**src/sv/cia_pkg.sv**
```systemverilog
// Package for the timer / time-of-day / serial interface adapter.
// Holds function codes, register indexes, field widths and BCD helpers.
`default_nettype none
package cia_pkg;
    localparam int unsigned CfgIdxW = 1;
    localparam int unsigned CfgDataW = 24;
    localparam int unsigned TodDivBitsDefault = 24;
    localparam logic [23:0] TodDivReset = 24'd100000;

    localparam logic [1:0] FUNC_TICK = 2'd0;
    localparam logic [1:0] FUNC_READ = 2'd1;
    localparam logic [1:0] FUNC_WRITE = 2'd2;
    localparam logic [1:0] FUNC_NONE = 2'd3;

    localparam logic [3:0] REG_PRA = 4'd0;
    localparam logic [3:0] REG_PRB = 4'd1;
    localparam logic [3:0] REG_DDRA = 4'd2;
    localparam logic [3:0] REG_DDRB = 4'd3;
    localparam logic [3:0] REG_TALO = 4'd4;
    localparam logic [3:0] REG_TAHI = 4'd5;
    localparam logic [3:0] REG_TBLO = 4'd6;
    localparam logic [3:0] REG_TBHI = 4'd7;
    localparam logic [3:0] REG_TOD10 = 4'd8;
    localparam logic [3:0] REG_TODS = 4'd9;
    localparam logic [3:0] REG_TODM = 4'd10;
    localparam logic [3:0] REG_TODH = 4'd11;
    localparam logic [3:0] REG_SDR = 4'd12;
    localparam logic [3:0] REG_ICR = 4'd13;
    localparam logic [3:0] REG_CRA = 4'd14;
    localparam logic [3:0] REG_CRB = 4'd15;

    localparam logic [0:0] CFG_DIV50 = 1'b0;
    localparam logic [0:0] CFG_DIV60 = 1'b1;

    typedef struct packed {
        logic [7:0] tenth;
        logic [7:0] sec;
        logic [7:0] min;
        logic [7:0] hr;
    } t_tod;

    localparam t_tod TodReset = '{tenth: 8'h00, sec: 8'h00, min: 8'h00, hr: 8'h12};

    typedef struct packed {
        logic [1:0] func;
        logic [3:0] reg_addr;
        logic [7:0] write_data;
        logic [7:0] pa_pull_dn;
        logic [7:0] pb_pull_dn;
        logic       cnt_edge;
        logic       sp_level;
        logic       flag_level;
    } t_in_item;

    typedef struct packed {
        logic [7:0] read_data;
        logic       irq_line;
        logic       pc_line;
        logic       sp_out;
        logic [7:0] port_a_out;
        logic [7:0] port_b_out;
    } t_out_item;

    function automatic logic [7:0] bcd_val(input logic [7:0] v);
        bcd_val = 8'({4'd0, v[7:4]} * 8'd10 + {4'd0, v[3:0]});
    endfunction

    function automatic logic [7:0] to_bcd(input logic [6:0] v);
        logic [3:0] tens;
        logic [6:0] rem;
        tens = 4'((16'(v) * 16'd205) >> 11);
        rem = 7'(v - 7'(7'(tens) * 7'd10));
        to_bcd = {tens, rem[3:0]};
    endfunction

    function automatic logic [7:0] sane_bcd(input logic [7:0] v);
        logic [7:0] d;
        d = bcd_val(v);
        if (v[3:0] > 4'd9 || d > 8'd59) begin
            d = 8'd0;
        end
        sane_bcd = to_bcd(d[6:0]);
    endfunction

    function automatic logic [7:0] port_level(input logic [7:0] data, input logic [7:0] dir);
        port_level = (data & dir) | ~dir;
    endfunction
endpackage
`default_nettype wire

```
**src/sv/cia_stream_if.sv**
```systemverilog
// Valid/ready channel interface for one beat of a payload type.
// The payload type is given as a parameter; the interface does not import cia_pkg.
`default_nettype none
interface cia_stream_if #(parameter type T = logic) ();
    logic valid;
    logic ready;
    T     payload;
    modport source (output valid, output payload, input ready);
    modport sink (input valid, input payload, output ready);
endinterface
`default_nettype wire

```
**src/sv/interface_adapter_timers_tod_serial.sv**
```systemverilog
// Top level of the timer / time-of-day / serial interface adapter.
// Depends on cia_pkg, cia_stream_if and cia_tod_adv.
// Output: the result of each accepted beat is held in a registered output beat.
// Throughput: one beat per cycle while the output is not stalled; the state update is a single registered pass.
// Reset: synchronous active-low reset restores every control register at once.
// No clearing pass follows reset.
`default_nettype none
module interface_adapter_timers_tod_serial
    import cia_pkg::*;
#(
    parameter int unsigned TOD_DIV_BITS = TodDivBitsDefault
) (
    input  var logic                i_clk,
    input  var logic                i_rst_n,
    input  var logic                i_cfg_we,
    input  var logic [CfgIdxW-1:0]  i_cfg_idx,
    input  var logic [CfgDataW-1:0] i_cfg_data,
    cia_stream_if.sink              i_in,
    cia_stream_if.source            o_out
);
    typedef struct packed {
        logic [1:0] start_dly;
        logic [1:0] load_dly;
        logic [1:0] os_dly;
        logic ld_hold, skip, os_eff, os_pend, os_wr_pend, os_wr_val, level, pulse;
    } t_pipe;

    logic [7:0]  r_rf [16];
    logic [15:0] r_cnt [2];
    logic [15:0] r_rld [2];
    t_pipe       r_p [2];
    t_tod        r_now, r_alm, r_hold;
    logic        r_latched;
    logic [TOD_DIV_BITS-1:0] r_div;
    logic [23:0] r_d50, r_d60;
    logic [4:0]  r_flags, r_mask;
    logic        r_ff, r_pend, r_line;
    logic [7:0]  r_shift, r_pdat;
    logic [3:0]  r_obits, r_icnt;
    logic        r_spend, r_tog, r_sp;
    logic        r_flag, r_pc, r_req;
    logic        r_ovalid;
    t_out_item   r_obeat;

    logic [7:0]  n_rf [16];
    logic [15:0] n_cnt [2];
    logic [15:0] n_rld [2];
    t_pipe       n_p [2];
    t_tod        n_now, n_alm, n_hold;
    logic        n_latched;
    logic [TOD_DIV_BITS-1:0] n_div;
    logic [4:0]  n_flags, n_mask;
    logic        n_ff, n_pend, n_line;
    logic [7:0]  n_shift, n_pdat;
    logic [3:0]  n_obits, n_icnt;
    logic        n_spend, n_tog, n_sp;
    logic        n_flag, n_pc, n_req;
    t_out_item   n_obeat;

    t_tod        tod_inc;
    t_in_item    it;
    logic        acc;
    logic [23:0] divsel;

    cia_tod_adv u_tod_adv (.i_now(r_now), .o_next(tod_inc));

    assign it = i_in.payload;
    assign i_in.ready = ~r_ovalid | o_out.ready;
    assign acc = i_in.valid & i_in.ready;
    assign o_out.valid = r_ovalid;
    assign o_out.payload = r_obeat;

    always_comb begin
        logic uf [2];
        logic [7:0] ctl, rd, v, h7, pbv;
        logic loaded, os_uf, cnt_en;
        logic [6:0] hv;
        t_tod tsel;
        logic tsel_alm;
        n_rf = r_rf; n_cnt = r_cnt; n_rld = r_rld; n_p = r_p;
        n_now = r_now; n_alm = r_alm; n_hold = r_hold; n_latched = r_latched;
        n_div = r_div; n_flags = r_flags; n_mask = r_mask; n_ff = r_ff;
        n_pend = r_pend; n_line = r_line; n_shift = r_shift; n_pdat = r_pdat;
        n_obits = r_obits; n_icnt = r_icnt; n_spend = r_spend; n_tog = r_tog;
        n_sp = r_sp; n_flag = r_flag; n_pc = r_pc; n_req = r_req;
        uf[0] = 1'b0; uf[1] = 1'b0;
        rd = 8'd0; v = 8'd0; h7 = 8'd0; hv = 7'd0; ctl = 8'd0;
        loaded = 1'b0; os_uf = 1'b0; cnt_en = 1'b0; pbv = 8'd0;
        tsel = r_now; tsel_alm = 1'b0;
        divsel = r_rf[REG_CRA][7] ? r_d50 : r_d60;

        if (r_flag && !it.flag_level) begin
            n_flags = n_flags | 5'h10;
            if ((n_flags & n_mask) != 5'd0) n_ff = 1'b1;
        end
        n_flag = it.flag_level;

        case (it.func)
            FUNC_TICK: begin
                for (int i = 0; i < 2; i++) begin
                    if (n_p[i].pulse) n_p[i].level = 1'b1;
                    n_p[i].pulse = 1'b0;
                end
                for (int i = 0; i < 2; i++) begin
                    ctl = n_rf[14+i];
                    loaded = 1'b0;
                    if (n_p[i].load_dly != 2'd0) begin
                        n_p[i].load_dly = 2'(n_p[i].load_dly - 2'd1);
                        if (n_p[i].load_dly == 2'd0) begin
                            n_cnt[i] = (n_rld[i] == 16'd0) ? 16'hffff : n_rld[i];
                            n_p[i].ld_hold = 1'b1;
                            loaded = 1'b1;
                        end
                    end else if (n_p[i].ld_hold) begin
                        n_p[i].ld_hold = 1'b0;
                        loaded = 1'b1;
                    end
                    os_uf = n_p[i].os_eff;
                    if (n_p[i].os_dly != 2'd0) begin
                        n_p[i].os_dly = 2'(n_p[i].os_dly - 2'd1);
                        if (n_p[i].os_dly == 2'd0) n_p[i].os_eff = n_p[i].os_pend;
                    end
                    if (!ctl[0]) begin
                        n_p[i].start_dly = 2'd0;
                    end else if (n_p[i].start_dly != 2'd0) begin
                        n_p[i].start_dly = 2'(n_p[i].start_dly - 2'd1);
                    end else begin
                        if (i == 0) cnt_en = ctl[5] ? it.cnt_edge : 1'b1;
                        else begin
                            case (ctl[6:5])
                                2'd0: cnt_en = 1'b1;
                                2'd1: cnt_en = it.cnt_edge;
                                2'd2: cnt_en = uf[0];
                                default: cnt_en = uf[0] & it.cnt_edge;
                            endcase
                        end
                        if (cnt_en && !loaded) begin
                            if (n_p[i].skip) begin
                                n_p[i].skip = 1'b0;
                            end else if (n_cnt[i] <= 16'd1) begin
                                uf[i] = 1'b1;
                                n_flags = n_flags | 5'(1 << i);
                                if ((n_flags & n_mask) != 5'd0) n_ff = 1'b1;
                                if (ctl[1]) begin
                                    if (ctl[2]) n_p[i].level = ~n_p[i].level;
                                    else begin
                                        n_p[i].pulse = 1'b1;
                                        n_p[i].level = 1'b0;
                                    end
                                end
                                n_cnt[i] = (n_rld[i] == 16'd0) ? 16'hffff : n_rld[i];
                                n_p[i].skip = 1'b1;
                                if (os_uf) n_rf[14+i] = n_rf[14+i] & 8'hfe;
                            end else begin
                                n_cnt[i] = 16'(n_cnt[i] - 16'd1);
                            end
                        end
                    end
                    if (n_p[i].os_wr_pend) begin
                        if (!(n_p[i].os_wr_val == n_p[i].os_eff && n_p[i].os_dly == 2'd0))
                            n_p[i].os_dly = n_p[i].os_wr_val ? 2'd1 : 2'd2;
                        n_p[i].os_pend = n_p[i].os_wr_val;
                        n_p[i].os_wr_pend = 1'b0;
                    end
                end
                if (n_rf[REG_CRA][6]) begin
                    if (n_obits != 4'd0 && uf[0]) begin
                        n_tog = ~n_tog;
                        if (!n_tog) begin
                            n_sp = n_shift[7];
                            n_shift = {n_shift[6:0], 1'b0};
                            n_obits = 4'(n_obits - 4'd1);
                            if (n_obits == 4'd0) begin
                                n_flags = n_flags | 5'h08;
                                if ((n_flags & n_mask) != 5'd0) n_ff = 1'b1;
                                if (n_spend) begin
                                    n_shift = n_pdat;
                                    n_obits = 4'd8;
                                    n_spend = 1'b0;
                                end
                            end
                        end
                    end
                end else if (it.cnt_edge) begin
                    n_shift = {n_shift[6:0], it.sp_level};
                    n_icnt = 4'(n_icnt + 4'd1);
                    if (n_icnt >= 4'd8) begin
                        n_rf[REG_SDR] = n_shift;
                        n_icnt = 4'd0;
                        n_flags = n_flags | 5'h08;
                        if ((n_flags & n_mask) != 5'd0) n_ff = 1'b1;
                    end
                end
                divsel = n_rf[REG_CRA][7] ? r_d50 : r_d60;
                if (divsel != 24'd0) begin
                    n_div = r_div + TOD_DIV_BITS'(1);
                    if (33'(n_div) >= 33'(divsel)) begin
                        n_div = TOD_DIV_BITS'(33'(n_div) - 33'(divsel));
                        n_now = tod_inc;
                        if (tod_inc == r_alm) begin
                            n_flags = n_flags | 5'h04;
                        end
                    end
                end
                if ((n_flags & n_mask) != 5'd0) n_ff = 1'b1;
                n_line = r_pend;
                n_pend = n_ff;
                n_pc = ~r_req;
                n_req = 1'b0;
            end
            FUNC_READ: begin
                case (it.reg_addr)
                    REG_PRA: rd = port_level(r_rf[REG_PRA], r_rf[REG_DDRA])
                                  & ~it.pa_pull_dn;
                    REG_PRB: begin
                        n_req = 1'b1;
                        pbv = port_level(r_rf[REG_PRB], r_rf[REG_DDRB]) & ~it.pb_pull_dn;
                        for (int i = 0; i < 2; i++) begin
                            if (r_rf[14+i][1])
                                pbv[6+i] = ~(r_p[i].pulse | ~r_p[i].level);
                        end
                        rd = pbv;
                    end
                    REG_TALO: rd = r_cnt[0][7:0];
                    REG_TAHI: rd = r_cnt[0][15:8];
                    REG_TBLO: rd = r_cnt[1][7:0];
                    REG_TBHI: rd = r_cnt[1][15:8];
                    REG_TOD10, REG_TODS, REG_TODM, REG_TODH: begin
                        if (it.reg_addr == REG_TODH && !r_latched) begin
                            n_hold = r_now;
                            n_latched = 1'b1;
                        end
                        tsel = n_latched ? n_hold : r_now;
                        case (it.reg_addr)
                            REG_TOD10: begin
                                rd = tsel.tenth;
                                n_latched = 1'b0;
                            end
                            REG_TODS: rd = tsel.sec;
                            REG_TODM: rd = tsel.min;
                            default: rd = tsel.hr;
                        endcase
                    end
                    REG_ICR: begin
                        rd = {(r_ff | ((n_flags & r_mask) != 5'd0)), 2'b00, n_flags};
                        n_flags = 5'd0;
                        n_ff = 1'b0;
                    end
                    default: rd = r_rf[it.reg_addr];
                endcase
            end
            FUNC_WRITE: begin
                v = it.write_data;
                case (it.reg_addr)
                    REG_ICR: begin
                        if (v[7]) n_mask = r_mask | v[4:0];
                        else n_mask = r_mask & ~v[4:0];
                        n_rf[REG_ICR] = {3'd0, n_mask};
                        if ((n_flags & n_mask) != 5'd0) n_ff = 1'b1;
                    end
                    REG_CRA, REG_CRB: begin
                        for (int i = 0; i < 2; i++) begin
                            if (it.reg_addr[0] == 1'(i)) begin
                                n_rf[14+i] = v & 8'hef;
                                if (v[4]) n_p[i].load_dly = 2'd2;
                                if (!r_rf[14+i][0] && v[0]) begin
                                    n_p[i].start_dly = 2'd2;
                                    n_p[i].skip = 1'b0;
                                end
                                if (!v[0]) n_p[i].start_dly = 2'd0;
                                n_p[i].os_wr_val = v[3];
                                n_p[i].os_wr_pend = 1'b1;
                            end
                        end
                    end
                    default: begin
                        n_rf[it.reg_addr] = v;
                        tsel_alm = r_rf[REG_CRB][7];
                        tsel = tsel_alm ? r_alm : r_now;
                        case (it.reg_addr)
                            REG_PRB: n_req = 1'b1;
                            REG_TALO: n_rld[0] = {r_rld[0][15:8], v};
                            REG_TBLO: n_rld[1] = {r_rld[1][15:8], v};
                            REG_TAHI, REG_TBHI: begin
                                for (int i = 0; i < 2; i++) begin
                                    if (it.reg_addr[1] == 1'(i)) begin
                                        n_rld[i] = {v, r_rld[i][7:0]};
                                        if (!r_rf[14+i][0])
                                            n_cnt[i] = (n_rld[i] == 16'd0) ? 16'hffff : n_rld[i];
                                    end
                                end
                            end
                            REG_TOD10: begin
                                tsel.tenth = (v <= 8'd9) ? v : 8'd0;
                                if (!tsel_alm) begin
                                    n_div = '0;
                                    n_latched = 1'b0;
                                end
                            end
                            REG_TODS: tsel.sec = sane_bcd(v);
                            REG_TODM: tsel.min = sane_bcd(v);
                            REG_TODH: begin
                                h7 = {3'd0, v[4:0]};
                                hv = 7'(bcd_val(h7));
                                if (v[3:0] > 4'd9 || hv < 7'd1 || hv > 7'd12) hv = 7'd12;
                                tsel.hr = {v[7], 7'd0} | to_bcd(hv);
                            end
                            REG_SDR: begin
                                if (r_rf[REG_CRA][6]) begin
                                    if (r_obits == 4'd0) begin
                                        n_shift = v;
                                        n_obits = 4'd8;
                                        n_tog = 1'b0;
                                    end else begin
                                        n_pdat = v;
                                        n_spend = 1'b1;
                                    end
                                end
                            end
                            default: ;
                        endcase
                        if (it.reg_addr == REG_TOD10 || it.reg_addr == REG_TODS
                            || it.reg_addr == REG_TODM || it.reg_addr == REG_TODH) begin
                            if (tsel_alm) n_alm = tsel;
                            else n_now = tsel;
                        end
                    end
                endcase
            end
            default: ;
        endcase

        pbv = port_level(n_rf[REG_PRB], n_rf[REG_DDRB]);
        for (int i = 0; i < 2; i++) begin
            if (n_rf[14+i][1]) pbv[6+i] = ~(n_p[i].pulse | ~n_p[i].level);
        end
        n_obeat.read_data = rd;
        n_obeat.irq_line = n_line;
        n_obeat.pc_line = n_pc;
        n_obeat.sp_out = n_sp;
        n_obeat.port_a_out = port_level(n_rf[REG_PRA], n_rf[REG_DDRA]);
        n_obeat.port_b_out = pbv;
    end

    always_ff @(posedge i_clk) begin
        if (!i_rst_n) begin
            for (int i = 0; i < 16; i++) r_rf[i] <= 8'd0;
            for (int i = 0; i < 2; i++) begin
                r_cnt[i] <= 16'd0;
                r_rld[i] <= 16'd0;
                r_p[i] <= '0;
                r_p[i].level <= 1'b1;
            end
            r_now <= TodReset; r_alm <= TodReset; r_hold <= '0; r_latched <= 1'b0;
            r_div <= '0; r_d50 <= TodDivReset; r_d60 <= TodDivReset;
            r_flags <= '0; r_mask <= '0; r_ff <= 1'b0; r_pend <= 1'b0; r_line <= 1'b0;
            r_shift <= '0; r_pdat <= '0; r_obits <= '0; r_icnt <= '0;
            r_spend <= 1'b0; r_tog <= 1'b0; r_sp <= 1'b0;
            r_flag <= 1'b1; r_pc <= 1'b1; r_req <= 1'b0;
            r_ovalid <= 1'b0;
        end else begin
            if (i_cfg_we) begin
                if (i_cfg_idx == CFG_DIV50) r_d50 <= i_cfg_data;
                else if (i_cfg_idx == CFG_DIV60) r_d60 <= i_cfg_data;
            end
            if (acc) begin
                r_rf <= n_rf; r_cnt <= n_cnt; r_rld <= n_rld; r_p <= n_p;
                r_now <= n_now; r_alm <= n_alm; r_hold <= n_hold; r_latched <= n_latched;
                r_div <= n_div; r_flags <= n_flags; r_mask <= n_mask; r_ff <= n_ff;
                r_pend <= n_pend; r_line <= n_line; r_shift <= n_shift; r_pdat <= n_pdat;
                r_obits <= n_obits; r_icnt <= n_icnt; r_spend <= n_spend; r_tog <= n_tog;
                r_sp <= n_sp; r_flag <= n_flag; r_pc <= n_pc; r_req <= n_req;
                r_ovalid <= 1'b1;
            end else if (o_out.ready) begin
                r_ovalid <= 1'b0;
            end
        end
    end

    always_ff @(posedge i_clk) begin
        if (acc) r_obeat <= n_obeat;
    end

    a_hold_out: assert property (@(posedge i_clk) disable iff (!i_rst_n)
        r_ovalid && !o_out.ready |=> $stable(r_obeat))
        else $error("result beat changed while stalled");
    a_irq_pipe: assert property (@(posedge i_clk) disable iff (!i_rst_n)
        acc && i_in.payload.func == FUNC_TICK |=> r_line == $past(r_pend))
        else $error("interrupt line skipped its delay stage");
    a_obits: assert property (@(posedge i_clk) disable iff (!i_rst_n)
        r_obits <= 4'd8 && r_icnt <= 4'd7)
        else $error("serial counters out of range");
endmodule
`default_nettype wire

```
**src/sv/cia_tod_adv.sv**
```systemverilog
// Time-of-day single tenth increment with BCD roll-over and AM/PM flip.
// Depends on cia_pkg.
`default_nettype none
module cia_tod_adv
    import cia_pkg::*;
(
    input  var t_tod i_now,
    output var t_tod o_next
);
    logic [6:0] v_sec;
    logic [6:0] v_min;
    logic [6:0] v_hr;
    logic       pm;

    always_comb begin
        o_next = i_now;
        v_sec = 7'(bcd_val(i_now.sec) + 8'd1);
        v_min = 7'(bcd_val(i_now.min) + 8'd1);
        v_hr = 7'(bcd_val({3'd0, i_now.hr[4:0]}) + 8'd1);
        pm = i_now.hr[7];
        if (i_now.tenth + 8'd1 < 8'd10) begin
            o_next.tenth = 8'(i_now.tenth + 8'd1);
        end else begin
            o_next.tenth = 8'd0;
            if (v_sec < 7'd60) begin
                o_next.sec = to_bcd(v_sec);
            end else begin
                o_next.sec = 8'd0;
                if (v_min < 7'd60) begin
                    o_next.min = to_bcd(v_min);
                end else begin
                    o_next.min = 8'd0;
                    if (v_hr == 7'd12) begin
                        pm = ~pm;
                    end else if (v_hr > 7'd12) begin
                        v_hr = 7'd1;
                    end
                    o_next.hr = {pm, 7'd0} | to_bcd(v_hr);
                end
            end
        end
    end
endmodule
`default_nettype wire

```
**src/flat_wrapper.sv**
```systemverilog
// flat-port wrapper written by rule: the top's interface ports become plain ports
module interface_adapter_timers_tod_serial_flat import cia_pkg::*;
#(
    parameter int unsigned TOD_DIV_BITS = TodDivBitsDefault
)
  (i_clk, i_rst_n, i_cfg_we, i_cfg_idx, i_cfg_data, i_in_valid, i_in_payload, i_in_ready, o_out_valid, o_out_payload, o_out_ready);
  cia_stream_if #(.T(t_in_item)) i_in_i ();
  cia_stream_if #(.T(t_out_item)) o_out_i ();
  input  var logic i_clk;
  input  var logic i_rst_n;
  input  var logic i_cfg_we;
  input  var logic [CfgIdxW-1:0] i_cfg_idx;
  input  var logic [CfgDataW-1:0] i_cfg_data;
  input wire logic [$bits(i_in_i.valid)-1:0] i_in_valid;
  input wire logic [$bits(i_in_i.payload)-1:0] i_in_payload;
  output wire logic [$bits(i_in_i.ready)-1:0] i_in_ready;
  output wire logic [$bits(o_out_i.valid)-1:0] o_out_valid;
  output wire logic [$bits(o_out_i.payload)-1:0] o_out_payload;
  input wire logic [$bits(o_out_i.ready)-1:0] o_out_ready;
  assign i_in_i.valid = i_in_valid;
  assign i_in_i.payload = i_in_payload;
  assign i_in_ready = i_in_i.ready;
  assign o_out_valid = o_out_i.valid;
  assign o_out_payload = o_out_i.payload;
  assign o_out_i.ready = o_out_ready;
  interface_adapter_timers_tod_serial #(.TOD_DIV_BITS(TOD_DIV_BITS)) u_core (.i_clk(i_clk), .i_rst_n(i_rst_n), .i_cfg_we(i_cfg_we), .i_cfg_idx(i_cfg_idx), .i_cfg_data(i_cfg_data), .i_in(i_in_i), .o_out(o_out_i));
endmodule
```
**config.mk**
```make
export PLATFORM = sky130hd
export DESIGN_NAME = interface_adapter_timers_tod_serial_flat
export DESIGN_NICKNAME = d
export VERILOG_FILES = /design/src/sv/cia_pkg.sv /design/src/sv/cia_stream_if.sv /design/src/sv/interface_adapter_timers_tod_serial.sv /design/src/sv/cia_tod_adv.sv /design/src/flat_wrapper.sv
export SDC_FILE = /design/constraint.sdc
export NUM_CORES = 2
export LEC_CHECK = 0
export BUFFER_PORTS_ARGS = -buffer_cell sky130_fd_sc_hd__buf_2
export CORE_ASPECT_RATIO = 0.8
export CORE_MARGIN = 3
export CORE_UTILIZATION = 50
export DETAILED_ROUTE_END_ITERATION = 7
export PLACE_DENSITY = 0.66
export SYNTH_ARGS = -nofsm -noshare
export SYNTH_HDL_FRONTEND = slang
export SYNTH_SLANG_ARGS = --single-unit
```
**constraint.sdc**
```tcl
create_clock -name i_clk -period 16.12 [get_ports i_clk]
set_clock_uncertainty 0.05 [all_clocks]
set_input_delay 3.224 -clock i_clk [delete_from_list [all_inputs] [get_ports i_clk]]
set_output_delay 3.224 -clock i_clk [all_outputs]
set_load 0.01 [all_outputs]
```
; ---- Word-level counts from Yosys, hierarchy flattened
; Cells that the tools add are included.
[op_classes]
bitwise = 63
reduce_logical = 103
mul = 17
magnitude_cmp = 15
addsub = 27
mux = 329
eq_ne = 72
[ops]
columns = op, count
row1 = 2-to-1 mux 16 bit, 27
row2 = 2-to-1 mux 32 bit, 10
row3 = 2-to-1 mux 8 bit, 28
row4 = 2-to-1 mux 24 bit, 7
row5 = 2-to-1 mux 1 bit, 135
row6 = bitwise mux 128 bit, 1
row7 = case mux 16 bit (2 select lines), 4
row8 = case mux 32 bit (2 select lines), 2
row9 = 2-to-1 mux 7 bit, 16
row10 = 2-to-1 mux 104 bit, 1
row11 = 2-to-1 mux 96 bit, 1
row12 = multiplier 7 x 8 -> 15 bit (second input constant), 6
row13 = 2-to-1 mux 2 bit, 44
row14 = 2-to-1 mux 4 bit, 20
row15 = AND reduction 6 bit, 12
row16 = logical NOT 16 bit, 4
row17 = case mux 8 bit (8 select lines), 1
row18 = AND 8 bit, 6
row19 = inverter 8 bit, 6
row20 = OR 8 bit, 6
row21 = case mux 24 bit (2 select lines), 1
row22 = case mux 8 bit (2 select lines), 3
row23 = inequality test 2 bit (second input constant), 22
row24 = AND 5 bit, 8
row25 = other kinds (76), 255
[word_totals]
regBits = 460
in_bits = 63
elab_cells = 712
out_inout_bits = 29

; ---- Logic depth before layout (Yosys ltp)
[depth]
word_depth = 34
mapped_depth = 32
ltp_nobuf = 32

; ---- Modules after synthesis
; From an unflattened synthesis, not the netlist that was laid out.
[hier_totals]
hier_cells = 3738
area_unflattened_um2 = 29438.2
[by_module_without_submodules]
columns = mod, cells_each, n_inst, seq_area_each_um2, area_each_um2
row1 = interface_adapter_timers_tod_serial, 3325, 1, 8638.3, 25791.0
row2 = cia_tod_adv, 413, 1, 0.0, 3647.2

; ---- Worst setup path before layout
; OpenSTA, ideal clock, no wires.
[synth_path]
kind = in2reg
start = input port i_in_payload[24]
end = register u_core.r_now[19] (netlist name)
required_ns = 16.000
cell_stages = 27
path_buffers = 0
arrival_time_ns = 9.534
setup_ns = 0.070
slack_ns = 6.466
path_cell_list = ha_1 > ha_1 > fa_1 > nand2_1 > o21ai_0 > nand2_1 > or3_1 > inv_1 > ha_1 > fa_1 > ha_1 > fa_1 > ha_1 > a21o_1 > a21o_1 > a211oi_1 > nand2_1 > xnor2_1 > inv_1 > ha_1 > inv_1 > fa_1 > xnor2_1 > xnor3_1 > xnor2_1 > o2111ai_1 > a21oi_1
[synth_between]
elab_chain_len = 16
[synth_lines]
columns = item, line_no
row1 = "start, declared", flat_wrapper.sv:15  ; input wire logic [$bits(i_in_i.payload)-1:0] i_in_payload;
row2 = multiplier 4 x 3 -> 7 bit *, cia_pkg.sv:65  ; bcd_val = 8'({4'd0, v[7:4]} * 8'd10 + {4'd0, v[3:0]});
row3 = adder 8 x 4 -> 8 bit *, cia_pkg.sv:65
row4 = > comparator 8 x 6 -> 1 bit, cia_pkg.sv:79  ; if (v[3:0] > 4'd9 || d > 8'd59) begin
row5 = logical OR 1 bit, cia_pkg.sv:79
row6 = 2-to-1 mux 7 bit *, cia_pkg.sv:79
row7 = 2-to-1 mux 7 bit *, interface_adapter_timers_tod_serial.sv:280  ; case (it.reg_addr)
row8 = 2-to-1 mux 7 bit *, interface_adapter_timers_tod_serial.sv:254  ; case (it.reg_addr)
row9 = 2-to-1 mux 7 bit *, interface_adapter_timers_tod_serial.sv:98  ; case (it.func)
row10 = multiplier 7 x 8 -> 15 bit, cia_pkg.sv:71  ; tens = 4'((16'(v) * 16'd205) >> 11);
row11 = multiplier 4 x 3 -> 3 bit, cia_pkg.sv:72  ; rem = 7'(v - 7'(7'(tens) * 7'd10));
row12 = subtractor 4 bit *, cia_pkg.sv:72
row13 = 2-to-1 mux 8 bit *, interface_adapter_timers_tod_serial.sv:280
row14 = 2-to-1 mux 32 bit *, interface_adapter_timers_tod_serial.sv:324  ; if (tsel_alm) n_alm = tsel;
row15 = 2-to-1 mux 32 bit *, interface_adapter_timers_tod_serial.sv:322  ; if (it.reg_addr == REG_TOD10 || it.reg_addr == REG_TODS
row16 = 2-to-1 mux 32 bit *, interface_adapter_timers_tod_serial.sv:254
row17 = case mux 32 bit (2 select lines) *, interface_adapter_timers_tod_serial.sv:98
row18 = "end signal, assigned", interface_adapter_timers_tod_serial.sv:368  ; r_now <= n_now; r_alm <= n_alm; r_hold <= n_hold; r_latched <= n_latched;
row19 = "end, declared", interface_adapter_timers_tod_serial.sv:32  ; t_tod r_now, r_alm, r_hold;
; Mark *: on every way between the ends. The rest lies on a longest branch, timed or not. The select of a mux whose other input is x is not followed.
; A chain may end at the register's enable or synchronous reset.

; ---- Worst setup path after layout
[layout_path]
start = input port i_in_payload[26]
end = register u_core.r_now[19] (netlist name)
; The elaborated chain is that of the path after synthesis.

==> impl_metrics.tcl <==
set metrics [dict create \
    p_leak_nw 12.39 \
    drt_iter0_markers 3727 \
    synthTopCellsByArea "dfxtp_1 26%, ha_1 9.6%, nand2_1 7.7%, a21oi_1 6.9%, nor2_1 4.4%" \
    end_kind "flip-flop" \
    avgViaCountPerCell 6.276 \
    core_area_mm2 0.05748 \
    p_clk_share_pct 40.2 \
    worst_pin_slew_ns 1.251 \
    register_area_mm2 0.008339 \
    p_sw_mw 0.7780 \
    postLayoutCellArea_mm2 0.03195 \
    grt_pass1_vias 26190 \
    grt_setup_unrepaired "false" \
    powerDensity_mw_per_mm2 80.90 \
    intPower_mw 1.807 \
    p_sw_share_pct 30.10 \
    vdd_drop_max_uv 85.94 \
    slew_violations 0 \
    synth_top_area_share_pct 25.53 \
    synthTopCellsByCount "604 x nand2_1, 404 x a21oi_1, 376 x dfxtp_1, 349 x nor2_1, 226 x ha_1" \
    hold_viol_final 0 \
    grt_pass1_wl_um 154400 \
    final_core_util_pct 55.58 \
    cts_resized 0 \
    syn-cell-area_mm2 0.02949 \
    setup_viol 0 \
    first_pass_iters 6 \
    start_util_pct 51.30 \
    dp_hpwl_um 71280 \
    pre_cts_slack_ns 5.114 \
    fmax_ghz 0.09480 \
    cts-root-buf "clkbuf_16" \
    cts_buffers 42 \
    nNetsFinal 4115 \
    maxCapViolCount 0 \
    cts_tree "done" \
    path_common_cell "ha_1" \
    vias 28720 \
    rows 78 \
    grt_max_degree 176 \
    grt_usage_pct 31.05 \
    cts_buffer_depth 3 \
    async_flop_share_pct 0 \
    synth-edff-count 27 \
    min_period_ns 10.55 \
    globalplace.congestion 0.9845 \
    wl_um 99770 \
    drt.antenna.violating_nets 0 \
    ys_warn_count 0 \
    worstSetupPathType "in -> reg" \
    drc 0 \
    ys_types 101 \
    setup_ws_ns 5.572 \
    path_delay_family "adder cells" \
    worst-path-max-fanout 34 \
    max_stage_delay_ns 0.56 \
    io_pins 92 \
    fillers 5417 \
    worstPathRequired_ns 16.56 \
    wl_per_cell_um 21.80 \
    synthCells 3814 \
    synth_top_cell_by_area "dfxtp_1" \
    combPwrFrac_pct 19.5 \
    hold_ws_ns 0.3790 \
    hp-class "reg -> reg" \
    totalPowerFinal_mw 2.585 \
    htreeDepth 2 \
    outcome "completed" \
    dieArea_mm2 0.06194 \
    cts_setup_buffers 0 \
    multi_input_area_mm2 0.01973 \
    drive_gt1_share_pct 7.785 \
    synth-seq-area-share_pct 28.28 \
    synthFlopType "dfxtp_1" \
    worst_ep_arrival_time_ns 10.99 \
    ctsHoldBuffers 0 \
    gr-total-overflow 0 \
    finalSetupTns_ns 0 \
    clock_latency_ns 0.58 \
    yosys_register_bits 403 \
    place_inst 4499 \
    cts.sinks 403 \
    die_w_um 277.5 \
    timing.slew.headroom_pct 16.63 \
    start_kind "primary input" \
    sequentialPowerShare_pct 40.3 \
    finalCritPeriodShare_pct 65.44 \
    avgSynthCellArea_um2 7.731 \
    path_clk_slew_ns 0.07 \
    antenna_found_initial 1 \
    place_area_mm2 0.03050 \
    finalNonFillerCells 4576 \
    crit_buf_inv 4 \
    io_buffers 91 \
    slowest_stage "fa_1" \
    area_growth_pct 8.351 \
    yosysMostFrequentCell "nand2_1" \
    die_h_um 223.2 \
]
final timing paths:
path / slack [ns] / cells past startpoint / startpoint / to
worst max-delay path: 5.57 / 28 / i_in_payload[26] / u_core.r_now[19]
worst min-delay path: 0.38 / 2 / u_core.r_rf[4] / u_core.r_rf[4]
worst max register to register: 7.47 / 29 / u_core.r_now[21] / u_core.r_pend
worst min register to register: 0.38 / 2 / u_core.r_rf[4] / u_core.r_rf[4]
per-layer routing:
layer / up-vias / part of all wire, % / wire [um] / track usage (%)
met5: - / 0.019 / 19 / 0
met4: 2 / 3.4 / 3418 / 9.705
met3: 229 / 12 / 11570 / 7.889
met2: 1535 / 41 / 41020 / 44.94
met1: 13330 / 44 / 43740 / 45.06
li1: 13630 / - / - / -
power by group through the flow:
stage | Clock, mW | Combinational [mW] | Sequential, mW
finish | 1.04 | 0.504 | 1.04
global route | 1.09 | 0.558 | 1.04
CTS | 1.05 | 0.493 | 1.04
detailed placement | 0 | 0.489 | 1.06
global placement | 0 | 0.487 | 1.06
floorplan | 0 | 0.354 | 1.06
registers in the layout (all words and copies together) (netlist names), 5 cells and up, named ones only:
signal,count
u_core.r_mask,5
u_core.r_shift,8
u_core.r_flags,5
u_core.r_rf,71
u_core.o_out.payload,27
u_core.r_div,24
u_core.r_p,28
u_core.r_alm,32
u_core.r_now,32
u_core.r_rld,32
u_core.r_d50,24
u_core.r_pdat,8
u_core.r_cnt,32
u_core.r_d60,24
logic make-up after synthesis:
kind of cell    count (synthesis)  synth area share [%]
fa+ha+maj                     269                 12.51
buf+inv                       393                 5.138
compound gates               1048                 22.76
xor+xnor                      111                 3.535
other cells                     1               0.01272
mux                           149                 5.686
flops                         403                 28.28
simple gates                 1440                 22.08
tightest hold or removal path: stages (launching register included):
cell and delay (ns):
dfxtp_1 0.31, nand2_1 0.05, nor2_1 0.03
layout make-up:
| cell class | instances | area share [%] |
|---|---|---|
| multi-input combinational | 3030 | 61.75 |
| sequential | 403 | 26.10 |
| inverter | 163 | 1.939 |
| clock buffer | 58 | 3.763 |
| antenna | 1 | 0.007832 |
| clock inverter | 18 | 0.7637 |
| timing repair buffer | 143 | 2.694 |
| tap | 760 | 2.976 |
layout by cell type, fill, tap and decap left out, types with 20 or more instances in the layout:
cell,synthesis,routed
a21oi_1,404,404
a21o_1,33,33
xor2_1,44,44
and3_1,26,26
a22oi_1,20,20
fa_1,43,43
a221oi_1,28,28
clkbuf_16,0,43
a211oi_1,49,49
a31oi_1,40,40
edfxtp_1,27,27
ha_1,226,225
dfxtp_1,376,375
nor2b_1,48,48
o21a_1,24,24
nand3_1,109,109
nand2b_1,28,28
buf_4,3,52
inv_1,162,160
nor3_1,99,97
mux2i_1,115,115
nor2_1,349,345
nor4_1,25,24
and2_1,26,26
xnor2_1,62,62
o22ai_1,32,32
o21ai_0,174,172
mux2_2,20,20
nand2_1,604,604
o211ai_1,53,53
nand4_1,27,27
or3_1,28,28
buf_2,17,90
Power figures use the tool's default switching activity.
